## src/design/ima_adpcm_encoder_core_assert.svh

```systemverilog
// assertion macros used by the adpcm encoder back end
`ifndef IMA_ADPCM_ENCODER_CORE_ASSERT_SVH
`define IMA_ADPCM_ENCODER_CORE_ASSERT_SVH

`ifndef SYNTHESIS

// same-cycle implication, disabled in reset
`define IMA_ENC_ASSERT_NOW(label, clk, rst, ante, cons) \
   label: assert property (@(posedge clk) disable iff (rst) (ante) |-> (cons)) \
      else $error("same-cycle check failed");

// next-cycle implication, disabled in reset
`define IMA_ENC_ASSERT_NEXT(label, clk, rst, ante, cons) \
   label: assert property (@(posedge clk) disable iff (rst) (ante) |=> (cons)) \
      else $error("next-cycle check failed");

`else

`define IMA_ENC_ASSERT_NOW(label, clk, rst, ante, cons)
`define IMA_ENC_ASSERT_NEXT(label, clk, rst, ante, cons)

`endif

`endif

```

## src/design/ima_enc_pkg.sv

```systemverilog
// types, constants and tables of the adpcm encoder
package ima_enc_pkg;

   // input item
   typedef struct packed {
      logic signed [15:0] sample;
      logic               last_sample;
   } req_type;

   // result item
   typedef struct packed {
      logic [7:0] packed_byte;
      logic       last_byte;
   } rsp_type;

   // queue head as seen by the back end
   typedef struct packed {
      logic    valid;
      req_type item;
   } queue_head_type;

   localparam int Q_DEPTH = 2;
   localparam int Q_PTR_W = $clog2(Q_DEPTH);
   localparam int Q_CNT_W = Q_PTR_W + 1;

   localparam int IDX_MAX = 88;
   localparam logic [6:0] IDX_MAX_VAL = 7'(IDX_MAX);

   localparam logic signed [17:0] PRED_MAX = 18'sd32767;
   localparam logic signed [17:0] PRED_MIN = -18'sd32768;

   // standard ima step sizes
   localparam logic [14:0] STEP_TABLE [0:IDX_MAX] = '{
      15'd7,     15'd8,     15'd9,     15'd10,    15'd11,    15'd12,    15'd13,
      15'd14,    15'd16,    15'd17,    15'd19,    15'd21,    15'd23,    15'd25,
      15'd28,    15'd31,    15'd34,    15'd37,    15'd41,    15'd45,    15'd50,
      15'd55,    15'd60,    15'd66,    15'd73,    15'd80,    15'd88,    15'd97,
      15'd107,   15'd118,   15'd130,   15'd143,   15'd157,   15'd173,   15'd190,
      15'd209,   15'd230,   15'd253,   15'd279,   15'd307,   15'd337,   15'd371,
      15'd408,   15'd449,   15'd494,   15'd544,   15'd598,   15'd658,   15'd724,
      15'd796,   15'd876,   15'd963,   15'd1060,  15'd1166,  15'd1282,  15'd1411,
      15'd1552,  15'd1707,  15'd1878,  15'd2066,  15'd2272,  15'd2499,  15'd2749,
      15'd3024,  15'd3327,  15'd3660,  15'd4026,  15'd4428,  15'd4871,  15'd5358,
      15'd5894,  15'd6484,  15'd7132,  15'd7845,  15'd8630,  15'd9493,  15'd10442,
      15'd11487, 15'd12635, 15'd13899, 15'd15289, 15'd16818, 15'd18500, 15'd20350,
      15'd22385, 15'd24623, 15'd27086, 15'd29794, 15'd32767
   };

   // step index adjustment by code magnitude
   localparam logic signed [4:0] INDEX_ADJUST [0:7] = '{
      -5'sd1, -5'sd1, -5'sd1, -5'sd1, 5'sd2, 5'sd4, 5'sd6, 5'sd8
   };

endpackage

```

## src/design/ima_enc_front.sv

```systemverilog
// input side: accepts samples into a two-entry queue
module ima_enc_front
   import ima_enc_pkg::*;
(
   input  logic           clock,
   input  logic           reset,
   input  logic           req_valid,
   output logic           req_stall,
   input  req_type        req_data,
   input  logic           pop,
   output queue_head_type head
);

   logic [Q_CNT_W-1:0] count_ff, count_in;
   logic [Q_PTR_W-1:0] wr_ptr_ff, wr_ptr_in;
   logic [Q_PTR_W-1:0] rd_ptr_ff, rd_ptr_in;
   req_type            slot_ff [Q_DEPTH];
   logic               push;

   // stall only on a full queue
   assign req_stall = (count_ff == Q_CNT_W'(Q_DEPTH));
   assign push      = req_valid && !req_stall;

   // head of queue
   assign head.valid = (count_ff != '0);
   assign head.item  = slot_ff[rd_ptr_ff];

   // pointer and count update
   always_comb begin
      wr_ptr_in = push ? wr_ptr_ff + 1'b1 : wr_ptr_ff;
      rd_ptr_in = pop  ? rd_ptr_ff + 1'b1 : rd_ptr_ff;
      count_in  = count_ff;
      if (push && !pop) begin
         count_in = count_ff + 1'b1;
      end else if (pop && !push) begin
         count_in = count_ff - 1'b1;
      end
   end

   always_ff @(posedge clock) begin
      if (reset) begin
         count_ff  <= '0;
         wr_ptr_ff <= '0;
         rd_ptr_ff <= '0;
      end else begin
         count_ff  <= count_in;
         wr_ptr_ff <= wr_ptr_in;
         rd_ptr_ff <= rd_ptr_in;
      end
   end

   // queue storage
   always_ff @(posedge clock) begin
      if (push) begin
         slot_ff[wr_ptr_ff] <= req_data;
      end
   end

endmodule

```

## src/design/ima_enc_back.sv

```systemverilog
// encode side: predictor, step index, nibble packing and output register
`include "ima_adpcm_encoder_core_assert.svh"
module ima_enc_back
   import ima_enc_pkg::*;
(
   input  logic           clock,
   input  logic           reset,
   input  queue_head_type head,
   output logic           pop,
   output logic           rsp_valid,
   input  logic           rsp_stall,
   output rsp_type        rsp_data
);

   logic signed [15:0] pred_ff, pred_in;
   logic [6:0]         idx_ff, idx_in;
   logic [3:0]         pend_ff, pend_in;
   logic               wait_ff, wait_in;
   logic               out_valid_ff, out_valid_in;
   rsp_type            out_data_ff, out_data_in;

   logic [16:0]        step17, half17, quarter17;
   logic signed [16:0] diff;
   logic               neg;
   logic [16:0]        mag, rem1, rem2, vpdiff;
   logic               bit2, bit1, bit0;
   logic [3:0]         code;
   logic signed [17:0] pred_sum;
   logic signed [15:0] pred_new;
   logic signed [8:0]  idx_sum;
   logic [6:0]         idx_new;
   logic               last;
   logic               emit;

   assign last = head.item.last_sample;

   // take the head when the output register can hold a result
   assign pop  = head.valid && (!out_valid_ff || !rsp_stall);
   assign emit = pop && (wait_ff || last);

   // three compare stages against the step size, the first two also subtracting
   always_comb begin
      step17    = {2'b00, STEP_TABLE[idx_ff]};
      half17    = step17 >> 1;
      quarter17 = step17 >> 2;
      diff      = {head.item.sample[15], head.item.sample} - {pred_ff[15], pred_ff};
      neg       = diff[16];
      mag       = neg ? 17'(-diff) : 17'(diff);
      bit2      = (mag >= step17);
      rem1      = bit2 ? mag - step17 : mag;
      bit1      = (rem1 >= half17);
      rem2      = bit1 ? rem1 - half17 : rem1;
      bit0      = (rem2 >= quarter17);
      vpdiff    = (step17 >> 3) + (bit2 ? step17 : 17'd0)
                + (bit1 ? half17 : 17'd0) + (bit0 ? quarter17 : 17'd0);
      code      = {neg, bit2, bit1, bit0};
   end

   // predictor update with saturation
   always_comb begin
      if (neg) begin
         pred_sum = {{2{pred_ff[15]}}, pred_ff} - $signed({1'b0, vpdiff});
      end else begin
         pred_sum = {{2{pred_ff[15]}}, pred_ff} + $signed({1'b0, vpdiff});
      end
      priority if (pred_sum > PRED_MAX) begin
         pred_new = 16'sh7fff;
      end else if (pred_sum < PRED_MIN) begin
         pred_new = -16'sh8000;
      end else begin
         pred_new = pred_sum[15:0];
      end
   end

   // step index update, held within the table
   always_comb begin
      idx_sum = $signed({2'b00, idx_ff}) + 9'(INDEX_ADJUST[code[2:0]]);
      priority if (idx_sum < 9'sd0) begin
         idx_new = '0;
      end else if (idx_sum > $signed({2'b00, IDX_MAX_VAL})) begin
         idx_new = IDX_MAX_VAL;
      end else begin
         idx_new = idx_sum[6:0];
      end
   end

   // state and pairing
   always_comb begin
      pred_in = pred_ff;
      idx_in  = idx_ff;
      pend_in = pend_ff;
      wait_in = wait_ff;
      if (pop) begin
         if (last) begin
            pred_in = '0;
            idx_in  = '0;
            pend_in = '0;
            wait_in = 1'b0;
         end else begin
            pred_in = pred_new;
            idx_in  = idx_new;
            pend_in = wait_ff ? 4'd0 : code;
            wait_in = !wait_ff;
         end
      end
   end

   // output register
   always_comb begin
      out_valid_in = out_valid_ff;
      out_data_in  = out_data_ff;
      if (emit) begin
         out_valid_in = 1'b1;
         out_data_in.packed_byte = wait_ff ? {pend_ff, code} : {code, 4'd0};
         out_data_in.last_byte   = last;
      end else if (out_valid_ff && !rsp_stall) begin
         out_valid_in = 1'b0;
      end
   end

   always_ff @(posedge clock) begin
      if (reset) begin
         pred_ff      <= '0;
         idx_ff       <= '0;
         pend_ff      <= '0;
         wait_ff      <= 1'b0;
         out_valid_ff <= 1'b0;
      end else begin
         pred_ff      <= pred_in;
         idx_ff       <= idx_in;
         pend_ff      <= pend_in;
         wait_ff      <= wait_in;
         out_valid_ff <= out_valid_in;
      end
   end

   always_ff @(posedge clock) begin
      out_data_ff <= out_data_in;
   end

   assign rsp_valid = out_valid_ff;
   assign rsp_data  = out_data_ff;

   // checks
   `IMA_ENC_ASSERT_NOW(a_idx_range, clock, reset, 1'b1, idx_ff <= IDX_MAX_VAL)
   `IMA_ENC_ASSERT_NEXT(a_last_clears, clock, reset, pop && last,
      !wait_ff && pred_ff == 16'sd0 && idx_ff == 7'd0)
   `IMA_ENC_ASSERT_NEXT(a_emit_shows, clock, reset, emit, out_valid_ff)
   `IMA_ENC_ASSERT_NOW(a_pend_clear, clock, reset, !wait_ff, pend_ff == 4'd0)

endmodule

```

## src/design/ima_adpcm_encoder_core.sv

```systemverilog
// top level of the ima adpcm 4-bit encoder with nibble packing
//
//   channel | ports              | payload
//   --------+--------------------+------------------------------
//   request | req_valid/stall    | req_data: sample, last_sample
//   result  | rsp_valid/stall    | rsp_data: packed_byte, last_byte
//
// one sample per cycle sustained while rsp_stall is low; the encode
// stage's predictor and step index loop closes through its own registers.
// a byte comes out via the queue register, then the output register.
// reset is synchronous and empties the queue, the output register and the
// encoder state. req_stall rises only when both queue entries are occupied;
// the encode stage holds while a result waits under rsp_stall.
module ima_adpcm_encoder_core
   import ima_enc_pkg::*;
(
   input  logic    clock,
   input  logic    reset,
   input  logic    req_valid,
   output logic    req_stall,
   input  req_type req_data,
   output logic    rsp_valid,
   input  logic    rsp_stall,
   output rsp_type rsp_data
);

   queue_head_type head;
   logic           pop;

   // sample queue
   ima_enc_front u_front (
      .clock     (clock),
      .reset     (reset),
      .req_valid (req_valid),
      .req_stall (req_stall),
      .req_data  (req_data),
      .pop       (pop),
      .head      (head)
   );

   // encoder and packer
   ima_enc_back u_back (
      .clock     (clock),
      .reset     (reset),
      .head      (head),
      .pop       (pop),
      .rsp_valid (rsp_valid),
      .rsp_stall (rsp_stall),
      .rsp_data  (rsp_data)
   );

endmodule
```

## config.mk

```make
export PLATFORM = sky130hd
export DESIGN_NAME = ima_adpcm_encoder_core
export DESIGN_NICKNAME = d
export VERILOG_FILES = /design/src/design/ima_enc_pkg.sv /design/src/design/ima_enc_front.sv /design/src/design/ima_enc_back.sv /design/src/design/ima_adpcm_encoder_core.sv
export VERILOG_INCLUDE_DIRS = /design/src /design/src/design
export SDC_FILE = /design/constraint.sdc
export NUM_CORES = 1
export LEC_CHECK = 0
export BUFFER_PORTS_ARGS = -buffer_cell sky130_fd_sc_hd__buf_2
export CELL_PAD_IN_SITES_DETAIL_PLACEMENT = 1
export CELL_PAD_IN_SITES_GLOBAL_PLACEMENT = 2
export CORE_MARGIN = 2
export CORE_UTILIZATION = 35
export CTS_CLUSTER_DIAMETER = 150
export DETAILED_ROUTE_END_ITERATION = 16
export GPL_TIMING_DRIVEN = 0
export PLACE_DENSITY_LB_ADDON = 0.12
export SLEW_MARGIN = 20
export SYNTH_ARGS = -nofsm -noshare
export SYNTH_HDL_FRONTEND = slang
export SYNTH_SLANG_ARGS = --single-unit
```

## constraint.sdc

```tcl
create_clock -name clock -period 16.5 [get_ports clock]
set_input_delay 0.825 -clock clock [delete_from_list [all_inputs] [get_ports clock]]
set_output_delay 0.825 -clock clock [all_outputs]
set_load 0.005 [all_outputs]
```

==> results by group <==
GRT
  – Via count of the first global-routing pass: between 10000 and 15000
  – Global routing usage on met2: 39.5%
  – Antenna violations before repair: 0
  – Pin count of the biggest net entering global routing: 18
  – Total routing resource utilization after global routing: 23.2%
  – Met3 track demand over resource in global routing: 2.32%
  – Residual overflow from global routing: 0
  – Layer with the highest usage: met2
  – Met1 Usage GRT: 30.4%
  – Wire length of the first global-routing pass: 60400 um

Drt
  – Routed via count divided by cell count: 5.58
  – DR vias: 10700
  – Length of the first detailed-routing pass in iterations: 4
  – Final routed wirelength across all metal layers: about 38000 um
  – DRC errors left: 0
  – Antenna-violating nets left: 0
  – Detailed-route wire length per cell: ~20 um
  – Number of DRC markers after the initial detailed-route iteration: 548

Die
  – Vertical die dimension: 181 um
  – Initial Utilization: between 30 and 40%
  – # IOs: 32
  – Area of the core region: 30700 um2
  – DIE WIDTH: 181 um
  – Standard-cell row count: 64
  – Die area: 32600 um2

Synth
  – Net count of the mapped netlist: 1573
  – Number of flops mapped to enable cells by yosys: between 40 and 50
  – Yosys warning total: 0
  – Synth Area per Inst: 7.83 um2
  – Simple logic cell fraction of the synthesized area: 20.0%
  – Mapped Area: 10900 um2
  – Multiplexer share of the synthesized area: 3.64%
  – Post-synthesis compound-gate area fraction: between 20% and 30%
  – Distinct cells, synth: 85
  – Post-synthesis adder-cell area fraction: 20.1%
  – Instance count of the mapped netlist: 1395
  – Main combinational cell family by area after synthesis: compound AO/OA/AOI/OAI gates
  – Sequential area share after synthesis: a little under a fifth
  – Fraction of registers with async set or reset after synthesis: 0%
  – Post-synthesis xor/xnor area fraction: about 8.1%
  – Synth Register Bits: 77
  – Post-synth top flop: edfxtp_1

STA
  – Transition at the pin with the smallest max-transition slack: 1080 ps
  – Tcrit/Tclk final: 96.1%
  – Top achievable clock speed: 63.1 MHz
  – Number of setup violations in the final report: 0
  – Final setup skew: about 9.5 ps
  – Max-slew violation count: 0
  – Number of failing hold endpoints at the final stage: 0
  – Worst relative slew slack: between 20% and 30%
  – Clock period minus final worst setup slack: 15860 ps

Place
  – HPWL after DPL: 29400 um
  – Port Buf Inserts: 30
  – Final Wtd Congestion: between 0.9 and 1

Clocking
  – Cts-stage hold buffer count: 0
  – Clock Root Buffer: clkbuf_16
  – Total number of H-tree levels: 3
  – Clock slew at reported path FFs: 60 ps
  – CTS tree: yes
  – Number of buffers inserted during clock tree synthesis: 9
  – Clk Latency, worst-skew pair: about 360 ps
  – Clock net sink count: 77
  – Max Root-Sink Buffers: 2

Worst setup path
  – Largest stage delay on the critical path: about 520 ps
  – Crit path DAT: 16140 ps
  – Critical path fanouts, max: 10
  – Setup CP Type: flip-flop to flip-flop
  – Critical path capture point type: flip-flop
  – Critical Path Slowest Stage Cell: fa_1
  – Required @ worst endpoint: 16780 ps
  – Kind of launch point of the worst setup path: flip-flop
  – Cell with the most instances on the worst path: a21o_1

Final layout
  – Synth-to-Final Area Change: 21.8%
  – Utilization of the core after routing: 43.4%
  – Total inserted antenna cells: 0
  – Fraction of final layout cells with drive strength greater than 1: a little over a fifth
  – Final-layout fill cell count: 3721
  – Layout net count: 1694

Status
  – Run status: completed

Hold path
  – Class of the tightest hold or removal check: flip-flop to flip-flop

Job
  – Max capacitance violation total: 0
[path summary, 6_finish.rpt]
path	startpoint	to	slack, ps	cells after the start
worst max-delay path	flip-flop	u_back.pred_ff[4]$_SDFFE_PP0P_	640	79
worst min-delay path	u_back.pend_ff[0]$_SDFFE_PP0P_	u_back.pend_ff[0]$_SDFFE_PP0P_	500	2
worst max register to register	flip-flop	u_back.pred_ff[4]$_SDFFE_PP0P_	640	79
worst min register to register	u_back.pend_ff[0]$_SDFFE_PP0P_	u_back.pend_ff[0]$_SDFFE_PP0P_	500	2
[cell type report]
cell class                 instances  area [um2]  share of cell area, %
tap                              396         495                   3.73
clock buffer                      10         239                   1.80
timing repair buffer             114         826                   6.21
clock inverter                     6        70.1                  0.527
sequential                        77        1980                   14.9
inverter                          93         355                   2.67
multi-input combinational       1164        9030                   67.9
buffer                            57         308                   2.31
[cell usage after synthesis (11+ instances only)]
| cell | n | share of area [%] |
|---|---|---|
| nor2_1 | 168 | 5.8 |
| a21oi_1 | 136 | 6.2 |
| ha_1 | 127 | 15 |
| nand2_1 | 111 | 3.8 |
| inv_1 | 92 | 3.2 |
| o21ai_0 | 86 | 3.9 |
| xnor2_1 | 59 | 4.7 |
| clkbuf_1 | 46 | 1.6 |
| edfxtp_1 | 43 | 12 |
| xor2_1 | 40 | 3.2 |
| dfxtp_1 | 34 | 6.2 |
| nand2b_1 | 33 | 1.9 |
| fa_1 | 30 | 5.5 |
| a21o_1 | 26 | 1.8 |
| mux2_2 | 26 | 2.7 |
| nor3_1 | 22 | 1.0 |
| nand3_1 | 20 | 0.92 |
| nor2b_1 | 18 | 1.0 |
| o21a_1 | 18 | 1.2 |
| o211ai_1 | 15 | 1.0 |
| a31oi_1 | 14 | 0.80 |
| or2_2 | 12 | 0.69 |
| o31ai_1 | 11 | 0.76 |
[sequential cells by signal, summed over array words and instances, names as in the netlist, named ones only]
| name | cells |
|---|---|
| u_back.pend_ff | 4 |
| u_front.count_ff | 2 |
| u_front.slot_ff | 34 |
| u_front.rd_ptr_ff | 1 |
| u_back.rsp_data | 9 |
| u_back.idx_ff | 7 |
| u_back.rsp_valid | 1 |
| u_back.wait_ff | 1 |
| u_front.wr_ptr_ff | 1 |
| u_back.pred_ff | 16 |
[per-layer routing]
layer / vias to the layer above / share of wire, % / routed length [um]
met1: 5210 / 47 / 17900
li1: 5255 / - / -
met4: 0 / 3.2 / 1230
met3: 71 / 2.1 / 801
met5: - / 0 / 0
met2: 170 / 48 / 18400
[cells in the final DEF, fill, tap and decap left out, types with 17 or more instances in the layout]
| cell type | synthesis | layout |
|---|---|---|
| ha_1 | 127 | 112 |
| edfxtp_1 | 43 | 43 |
| nand3_1 | 20 | 18 |
| buf_2 | 5 | 34 |
| clkbuf_1 | 46 | 30 |
| buf_4 | 0 | 79 |
| mux2_2 | 26 | 26 |
| inv_1 | 92 | 90 |
| nor2b_1 | 18 | 17 |
| fa_1 | 30 | 28 |
| xor2_1 | 40 | 36 |
| dfxtp_1 | 34 | 31 |
| a21oi_1 | 136 | 121 |
| nand2b_1 | 33 | 33 |
| xnor2_1 | 59 | 46 |
| nand2_1 | 111 | 107 |
| o21a_1 | 18 | 18 |
| nor2_1 | 168 | 161 |
| o21ai_0 | 86 | 73 |
| a21o_1 | 26 | 26 |
[worst max-delay path: cells and delay by family, from the launching register on]
family	cells	cell delay (ps)
mux	2	570
buf+inv	13	1760
fa+ha+maj	9	3110
xor+xnor	1	190
compound gates	39	7490
simple gates	15	2180
flops	1	420
[metrics by stage]
| stage | worst slack [ps] | std cells | hold slack [ps] | TNS (ps) | cell area (um2) |
|---|---|---|---|---|---|
| 4_1_cts | 2.89 | 1872 | 497 | 0 | 12500 |
| 2_1_floorplan | 19.8 | 1395 | 449 | 0 | 10900 |
| 6_report | 644 | 1917 | 500 | 0 | 13300 |
| 3_5_place_dp | -4510 | 1824 | 481 | -68320 | 11600 |
| 3_3_place_gp | -4620 | 1821 | 474 | -70320 | 11600 |
| 5_1_grt | -92.6 | 1917 | 519 | -950 | 13300 |
[repair_timing]
action                     in CTS  in global routing
buffers inserted               35                 45
pin swaps                      26                 64
gates resized for setup        82                115
setup endpoints to repair      20                 16
cloned                          0                  1
[cells by family (layout without fill, tap and decap cells)]
family | Yosys count | in the layout
AOI/OAI and AO/OA | 420 | 420
xor gates and xnor gates | 100 | 100
adders and majority gates | 157 | 157
buffers and inverters | 154 | 280
DFF | 77 | 77
muxes | 34 | 34
and+or+nand+nor | 453 | 453
Power is not shown: default switching activity piles up to over one toggle a cycle in this logic, so the estimate is an artifact.
